<file path="config.mk">
export PLATFORM = sky130hd
export DESIGN_NAME = sicm_div
export DESIGN_NICKNAME = d
export VERILOG_FILES = /design/src/design/sicm_pkg.sv /design/src/design/sicm_div.sv
export SDC_FILE = /design/constraint.sdc
export NUM_CORES = 1
export LEC_CHECK = 0
export ABC_AREA = 1
export BUFFER_PORTS_ARGS = -buffer_cell sky130_fd_sc_hd__buf_2
export CORE_MARGIN = 8
export CORE_UTILIZATION = 55
export DETAILED_ROUTE_END_ITERATION = 16
export PLACE_DENSITY = 0.8
export SYNTH_ARGS = -nofsm -noshare
export SYNTH_HDL_FRONTEND = slang
export SYNTH_SLANG_ARGS = --single-unit
</file>
<file path="constraint.sdc">
create_clock -name clk -period 6.2 [get_ports clk]
set_input_delay 0.31 -clock clk [delete_from_list [all_inputs] [get_ports clk]]
set_output_delay 0.31 -clock clk [all_outputs]
set_load 0.02 [all_outputs]
</file>
<file path="src/design/sicm_pkg.sv">
// Shared constants and types for the spiral index colormap.
// No dependencies; used by the interfaces, the divider and the top level.
`timescale 1ns / 1ps
`default_nettype none
package sicm_pkg;
  localparam int unsigned NORM_BITS  = 16;        // width of the Q0.16 quotient
  localparam int unsigned CFG_ADDR_W = 2;
  localparam int unsigned CFG_DATA_W = 16;

  localparam logic [CFG_ADDR_W-1:0] REG_CLASS_COUNT = 2'd0;
  localparam logic [CFG_ADDR_W-1:0] REG_ORBIT_COUNT = 2'd1;

  localparam logic [15:0] TOTAL_RESET = 16'd1;
  localparam logic [15:0] ORBIT_RESET = 16'd4096;

  localparam logic [16:0] ONE_Q16         = 17'd65536;
  localparam logic [15:0] NINE_TENTHS_Q16 = 16'd58982;
  localparam logic [16:0] ONE_TENTH_Q16   = 17'd6554;
  localparam logic [17:0] THREE_Q16       = 18'd196608;
  localparam logic [32:0] HALF_Q16        = 33'd32768;

  // hue offsets for red, green, blue
  localparam logic [15:0] CH_OFFSET [3] = '{16'd0, 16'd43691, 16'd21845};

  typedef struct packed {
    logic vld;
    logic clamped;
  } sicm_tag_t;
endpackage
`default_nettype wire

</file>
<file path="src/design/sicm_div.sv">
// Pipelined restoring divider: one quotient bit per stage, NORM_BITS stages.
// Computes floor(rem_in * 2^NORM_BITS / divisor) for rem_in < divisor. Uses sicm_pkg.
`timescale 1ns / 1ps
`default_nettype none
module sicm_div (
  input  wire logic                          clk,
  input  wire logic                          rst,
  input  wire logic                          en,
  input  wire sicm_pkg::sicm_tag_t           tag_in,
  input  wire logic [sicm_pkg::NORM_BITS-1:0] rem_in,
  input  wire logic [sicm_pkg::NORM_BITS-1:0] divisor,
  output sicm_pkg::sicm_tag_t                tag_out,
  output logic [sicm_pkg::NORM_BITS-1:0]     quo_out
);
  localparam int unsigned NB = sicm_pkg::NORM_BITS;

  sicm_pkg::sicm_tag_t tag [NB+1];
  logic [NB-1:0]       rem [NB+1];
  logic [NB-1:0]       quo [NB+1];

  assign tag[0] = tag_in;
  assign rem[0] = rem_in;
  assign quo[0] = '0;

  for (genvar i = 0; i < NB; i++) begin : g_stage
    logic [NB:0] shifted;
    logic        take;
    assign shifted = {rem[i], 1'b0};
    assign take    = shifted >= {1'b0, divisor};

    always_ff @(posedge clk) begin
      if (rst) begin
        tag[i+1] <= '0;
      end else if (en) begin
        tag[i+1] <= tag[i];
      end
      if (en) begin
        rem[i+1] <= take ? NB'(shifted - {1'b0, divisor}) : shifted[NB-1:0];
        quo[i+1] <= {quo[i][NB-2:0], take};
      end
    end
  end

  assign tag_out = tag[NB];
  assign quo_out = quo[NB];
endmodule
`default_nettype wire

</file>
==> metrics, run 1 <==
clk_skew 0.02032 ns; CTS tree yes; PwrDens 473.9 nW/um^2; Ys Warns 0; top post-synthesis cells by area edfxtp_1, nand2_1, ha_1; first-pass GRT wire length 128900 um; clk_lat worst skew 0.60 ns; capturing point of the worst reg2reg path g_stage[8].shifted[12]$_DFFE_PP_; crit start category input pin; Slew HR 16.71%; cell count after synthesis 4261; H-tree levels 2; via count 27150; largest net degree at the start of global routing 144; sequential share of the synthesized area 37.83%; Final min period 3.266 ns; Port-buffer cells 54; Worst Path Arrival 3.62 ns; required time of the critical path 6.56 ns; Critical Path Start divisor[0]; Fin. Hold Viols 0; RD Place Congestion 0.9717; post-cts sizing count 0; hold path startpoint rem_in[7]; slowest CP cell buf_2; routed wire length 80240 um; post-synth top area share 35.80%; Die Y-Extent 255.5 um; RSZ-0062 raised after global routing false; Pleak 17.11 nW; max_cap viols 0; nets 4613; worst ir drop on vdd 0.0002587 V; critical path cell sequence buf_2 > clkinv_2 > buf_4 > ha_1 > nand4_1 > nor2_1 > nor2_4 > nand2_4 > nand3_1 > nand2_1; Synthesized Nets 4568; synthesized area per cell 7.403 um^2; Congestion Overflow GR 0; crit-path max cell delay 0.67 ns; GRT Resource Usage Total 23.86%; io pins 55; Post-DRT Antenna Nets 0; Worst R2R Setup Slack 3.86 ns; Pins Over Slew Limit 0; Synth Flop Type edfxtp_1; Worst Max-Slew Pin Slew 1.248 ns; Cell variety after synth 37; hpwl dp 56820 um; R2R Path Start g_stage[7].shifted[14]$_DFFE_PP_; DP Worst Slack 2.335 ns; Via-to-Cell Ratio 5.327; worst setup path end g_stage[8].shifted[12]$_DFFE_PP_; setup violators final 0; die area 65270 um^2; ANT cells 0; class of the worst hold path in -> reg; FF+latch count, synth 408; initial core utilization 55.73%; Site Rows 87; PnR worst setup slack 2.934 ns; CP Class in -> reg; total power 16.06 mW; cell chosen for the clock root clkbuf_16; leading area contributor after synthesis edfxtp_1; Filler cells 5165; Starting DRT DRC Count 2264; FMAX 0.3062 GHz; initial antenna violation count 0; Area Growth Syn to Fin 7.461%; status finished, final reports clean; Core Region 56600 um^2; Worst-path clk slew 0.06 ns; Post-Synthesis Cell Area 31540 um^2; ys async rst share 0%; CTS Sinks 408; Post-synth EDFFs 376; Final Cycle Share 52.68%; vias in the first global route 25390; drt first pass iters 6; CTS max path bufs 3; share of layout cells above drive strength 1 6.888%; Crit. End Element register; DR WL/cell 15.74 um; Die W 255.5 um; Residual DRC 0; total CTS buffers 47; cells on worst reg2reg path 9; Crit Path Max Fanout 55; setup TNS 0 ns
-- state kept, by name (all words and copies together) (netlist names) --
name             count
quo_out             16
tag_out              2
tag                 30
g_stage.shifted    240
quo                120
-- report_power, final --
group	switching, mW	total (mW)	internal (mW)
registers	0.635	4.95	4.31
clock network	1.17	2.78	1.61
logic	5.42	8.34	2.92
-- layout make-up --
cell class / instances / area (um^2) / area share (%)
Clock buffer: 55 / 1237 / 3.651
Clock inverter: 29 / 299.0 / 0.8822
Inverter: 612 / 2326 / 6.862
Multi-Input combinational cell: 3160 / 16680 / 49.20
Sequential cell: 408 / 11930 / 35.20
Tap cell: 756 / 945.9 / 2.791
Timing Repair Buffer: 77 / 478.0 / 1.410
-- critical path, delay by kind of cell --
| kind | cells | cell delay (ns) |
|---|---|---|
| buf+inv | 3 | 1.87 |
| fa+ha+maj | 1 | 0.36 |
| simple gates | 6 | 1.02 |
-- per-layer routing --
layer  up-vias  global-route usage, %  wire length, um
met1     12330                  30.39            34040
met2       841                  40.23            36870
met5         -                      0                0
met4         0                  9.354             3431
met3       215                  3.982             5905
li1      13770                      -                -
-- cells in the mapped netlist (47+ instances only) --
cell	count
nand3b_1	55
nand2_1	1755
nor2_1	178
and2_1	47
nor2_2	55
xor2_1	71
edfxtp_1	376
a21oi_1	184
ha_1	255
nand4_1	68
nand3_1	297
inv_1	599
-- layout by cell type, fill, tap and decap left out, types with 3 or more instances in the layout --
cell,netlist,routed
nand2_2,26,26
clkbuf_1,10,6
nor2_2,55,55
or2_1,9,9
or2_0,5,5
buf_2,22,53
ha_1,255,255
a21oi_1,184,184
nand3_2,22,22
dfxtp_1,32,32
nand3b_1,55,55
clkbuf_16,0,48
dlygate4sd3_1,0,5
nor2_1,178,178
clkinvlp_4,0,3
clkinv_1,0,7
nand2_4,18,18
edfxtp_1,376,376
xor2_1,71,71
and2_1,47,47
clkinv_2,0,9
fa_1,15,15
nor4_4,3,3
nor3_1,25,25
xnor2_1,32,32
inv_4,11,12
nand2_1,1755,1755
bufinv_16,0,4
nor2_4,4,4
inv_1,599,598
buf_4,21,17
nand4_1,68,68
nor3_2,8,8
or2_2,5,5
nand3_1,297,297
o21ai_0,18,18
-- through the flow --
step | area (um^2) | hold slack (ns) | instances | util [%]
floorplan | 31540 | 0.3791 | 4261 | -
global placement | 32310 | 0.4004 | 5008 | 57.08
detailed placement | 32310 | 0.4045 | 5008 | 57.08
CTS | 33900 | 0.006243 | 5097 | 59.88
global route | 33900 | 0.01269 | 5097 | 59.88
finish | 33900 | 0.03209 | 5097 | 59.88
-- cell families after synthesis --
family / Yosys count / synth area share, %
flops: 408 / 37.83
compound gates: 206 / 3.304
buf+inv: 693 / 9.298
simple gates: 2581 / 35.64
fa+ha+maj: 270 / 11.07
xor+xnor: 103 / 2.860
-- worst min path at each step --
stage          cells past startpoint  slack, ns                               end
2_1_floorplan                      1       0.38           tag_out[0]$_SDFFE_PP0P_
3_3_place_gp                       0       0.40                 quo[22]$_DFFE_PP_
3_5_place_dp                       0       0.40                quo[102]$_DFFE_PP_
4_1_cts                            3      0.006  g_stage[1].shifted[16]$_DFFE_PP_
5_1_grt                            3       0.01   g_stage[1].shifted[9]$_DFFE_PP_
6_report                           3       0.03   g_stage[1].shifted[9]$_DFFE_PP_
-- timing repair --
item | in CTS | in global routing
setup buffers | 0 | 0
hold buffers | 5 | 0
endpoints found under the hold margin | 5 | 0
No activity file was read; power rests on OpenSTA's default activity.
==> run 2, diff against run 1 <==
--- a/config.mk
+++ b/config.mk
@@ -10,7 +10,7 @@
 export CORE_MARGIN = 8
 export CORE_UTILIZATION = 55
 export DETAILED_ROUTE_END_ITERATION = 16
-export PLACE_DENSITY = 0.8
+export PLACE_DENSITY = 0.83
 export SYNTH_ARGS = -nofsm -noshare
 export SYNTH_HDL_FRONTEND = slang
 export SYNTH_SLANG_ARGS = --single-unit
==> constraint.sdc (replaced) <==
create_clock -name clk -period 2.82 [get_ports clk]
set_input_delay 0.141 -clock clk [delete_from_list [all_inputs] [get_ports clk]]
set_output_delay 0.141 -clock clk [all_outputs]
set_load 0.02 [all_outputs]
==> run 2 against run 1 <==
- sequential power is 120% higher
- total power grew 120%
- design area up 1.6%
- largest cell class unchanged
- first-iteration DRC count is 9.8% higher
- register-to-register slack lost 3.4 ns
- clock power is 130% higher
- worst setup slack lost 2.5 ns
- critical path depth decreased by 1
- via count up 0.77%
- routed wire length increased by 2.1%
- cell count increased by 0.61%
- utilization up 0.97 points
==> metrics, run 2 (synthesized netlist as in run 1, its figures left out) <==
status finished, final reports clean (unchanged); Post-DRT Antenna Nets 0 (unchanged); setup TNS 0 ns (unchanged); CP Class reg -> reg (was in -> reg); cell chosen for the clock root clkbuf_16 (unchanged); nets 4640 (was 4613); class of the worst hold path in -> reg (unchanged); via count 27360 (was 27150); Worst-path clk slew 0.06 ns (about the same); Die W 255.5 um (unchanged); most frequent cells in the layout nand2_1, inv_1, edfxtp_1, nand3_1, ha_1 (unchanged); initial antenna violation count 0 (unchanged); RSZ-0062 raised after global routing false (unchanged); H-tree levels 2 (unchanged); Int Power 19.75 mW (was 8.834 mW); Filler cells 5112 (was 5165); hpwl dp 58740 um (was 56820 um); commonest non-fill, non-tap cell in the layout nand2_1 (unchanged); Crit. End Element register (unchanged); Crit Path Max Fanout 18 (was 55); area of the multi-input gates 16680 um^2 (unchanged); RD Place Congestion 1.003 (was 0.9717); Worst Path Arrival 2.69 ns (was 3.62 ns); first-pass GRT wire length 130500 um (was 128900 um); worst hold stages 2 (was 3); drt first pass iters 6 (unchanged); vias in the first global route 25780 (was 25390); total CTS buffers 47 (unchanged); Die Y-Extent 255.5 um (unchanged); Port-buffer cells 54 (unchanged); Slew HR 41.52% (was 16.71%); met2 Resource Use GR 39.77% (was 40.23%); Pins Over Slew Limit 0 (unchanged); worst ir drop on vdd 0.0005129 V (was 0.0002587 V); Site Rows 87 (unchanged); routed wire length 81900 um (was 80240 um); io pins 55 (unchanged); Most Crowded Layer GR met2 (unchanged); crit start category register (was input pin); largest net degree at the start of global routing 117 (was 144); setup bufs post-CTS 0 (unchanged); cells on worst reg2reg path 9 (unchanged); Core Region 56600 um^2 (unchanged); PwrDens 1039 nW/um^2 (was 473.9 nW/um^2); Residual DRC 0 (unchanged); CTS Sinks 408 (unchanged); Area Growth Syn to Fin 9.203% (was 7.461%); clk_lat worst skew 0.60 ns (about the same); Worst Max-Slew Pin Slew 0.8762 ns (was 1.248 ns); clk_skew 0.02355 ns (was 0.02032 ns); Final Cycle Share 83.61%; Storage cell area 11930 um^2 (unchanged); required time of the critical path 3.16 ns (was 6.56 ns); fin area 34450 um^2 (was 33900 um^2); Net Sw Power 16.04 mW (was 7.229 mW); max_cap viols 0 (unchanged); Final min period 2.358 ns; Congestion Overflow GR 0 (unchanged); Clock power frac 17.7% (was 17.3%); CTS Hold Buffers Added 18 (was 5); die area 65270 um^2 (unchanged); DR WL/cell 15.97 um (was 15.74 um); Reg power frac 30.6% (was 30.8%); met3 Track Usage GR 3.696% (was 3.982%); met1 GRT Util 32.16% (was 30.39%); Starting DRT DRC Count 2486 (was 2264); setup violators final 0 (unchanged); Pleak 17.36 nW (was 17.11 nW); FMAX 0.4241 GHz; GRT Resource Usage Total 24.28% (was 23.86%); Via-to-Cell Ratio 5.336 (was 5.327); Area after DPL 32650 um^2 (was 32310 um^2); CTS max path bufs 3 (unchanged); share of layout cells above drive strength 1 7.298% (was 6.888%); Sw Ratio 44.81% (was 45.01%); max FFs per register 240 (unchanged); initial core utilization 55.73% (unchanged); Fin. Hold Viols 0 (unchanged); post-cts sizing count 0 (unchanged); Comb pwr share 51.7% (was 51.9%); CTS tree yes (unchanged)
## run 2: critical path, stage by stage, from the launching register on
cell	delay, ns
edfxtp_1	0.50
ha_1	0.46
nand2_1	0.13
nor3_1	0.23
and2_1	0.19
nand2_2	0.07
nand2_4	0.20
inv_4	0.14
nand2_1	0.09
nand2_1	0.06
## run 2: area by class of cell
class,instances,area share (%)
clock buffers,59,3.879
multi-input cells,3160,48.42
flip-flops and latches,408,34.64
clock inverters,28,0.7991
repair buffers,104,2.761
diodes,1,0.007265
inverters,612,6.749
well taps,756,2.746
## run 2: power by group through the flow
stage / sequential, mW / clock (mW) / combinational (mW)
floorplan: 10.2 / 0 / 14.7
global placement: 11.0 / 0 / 17.8
detailed placement: 11.0 / 0 / 18.1
CTS: 10.9 / 6.45 / 18.3
global route: 11.1 / 6.67 / 21.1
finish: 10.9 / 6.33 / 18.5
## run 2: metrics by stage
step / worst slack (ns) / std cells / hold WS, ns / util (%) / total power, mW
final: 0.4622 / 5128 / 0.04596 / 60.85 / 35.79
after global routing: 0.3428 / 5127 / 0.05329 / 60.85 / 38.79
after CTS: 0.4789 / 5127 / 0.01540 / 60.85 / 35.64
after detailed placement: 0.3426 / 5022 / 0.4045 / 57.68 / 29.11
after global placement: 0.3718 / 5022 / 0.3990 / 57.68 / 28.79
after floorplan: 0.6352 / 4261 / 0.2101 / - / 24.86
## run 2: path summary, 6_finish.rpt
check / start / endpoint / slack, ns
worst max-delay path: g_stage[3].shifted[13]$_DFFE_PP_ / g_stage[4].shifted[13]$_DFFE_PP_ / 0.46
worst min-delay path: rst / tag[6]$_SDFFE_PP0P_ / 0.05
worst max register to register: g_stage[3].shifted[13]$_DFFE_PP_ / g_stage[4].shifted[13]$_DFFE_PP_ / 0.46
worst min register to register: quo[99]$_DFFE_PP_ / quo[84]$_DFFE_PP_ / 0.41
## run 2: metal layers
| layer | part of all wire [%] | up-vias |
|---|---|---|
| li1 | - | 13820 |
| met1 | 43 | 12310 |
| met2 | 45 | 1005 |
| met3 | 8.1 | 229 |
| met4 | 4.1 | 0 |
| met5 | 0 | - |
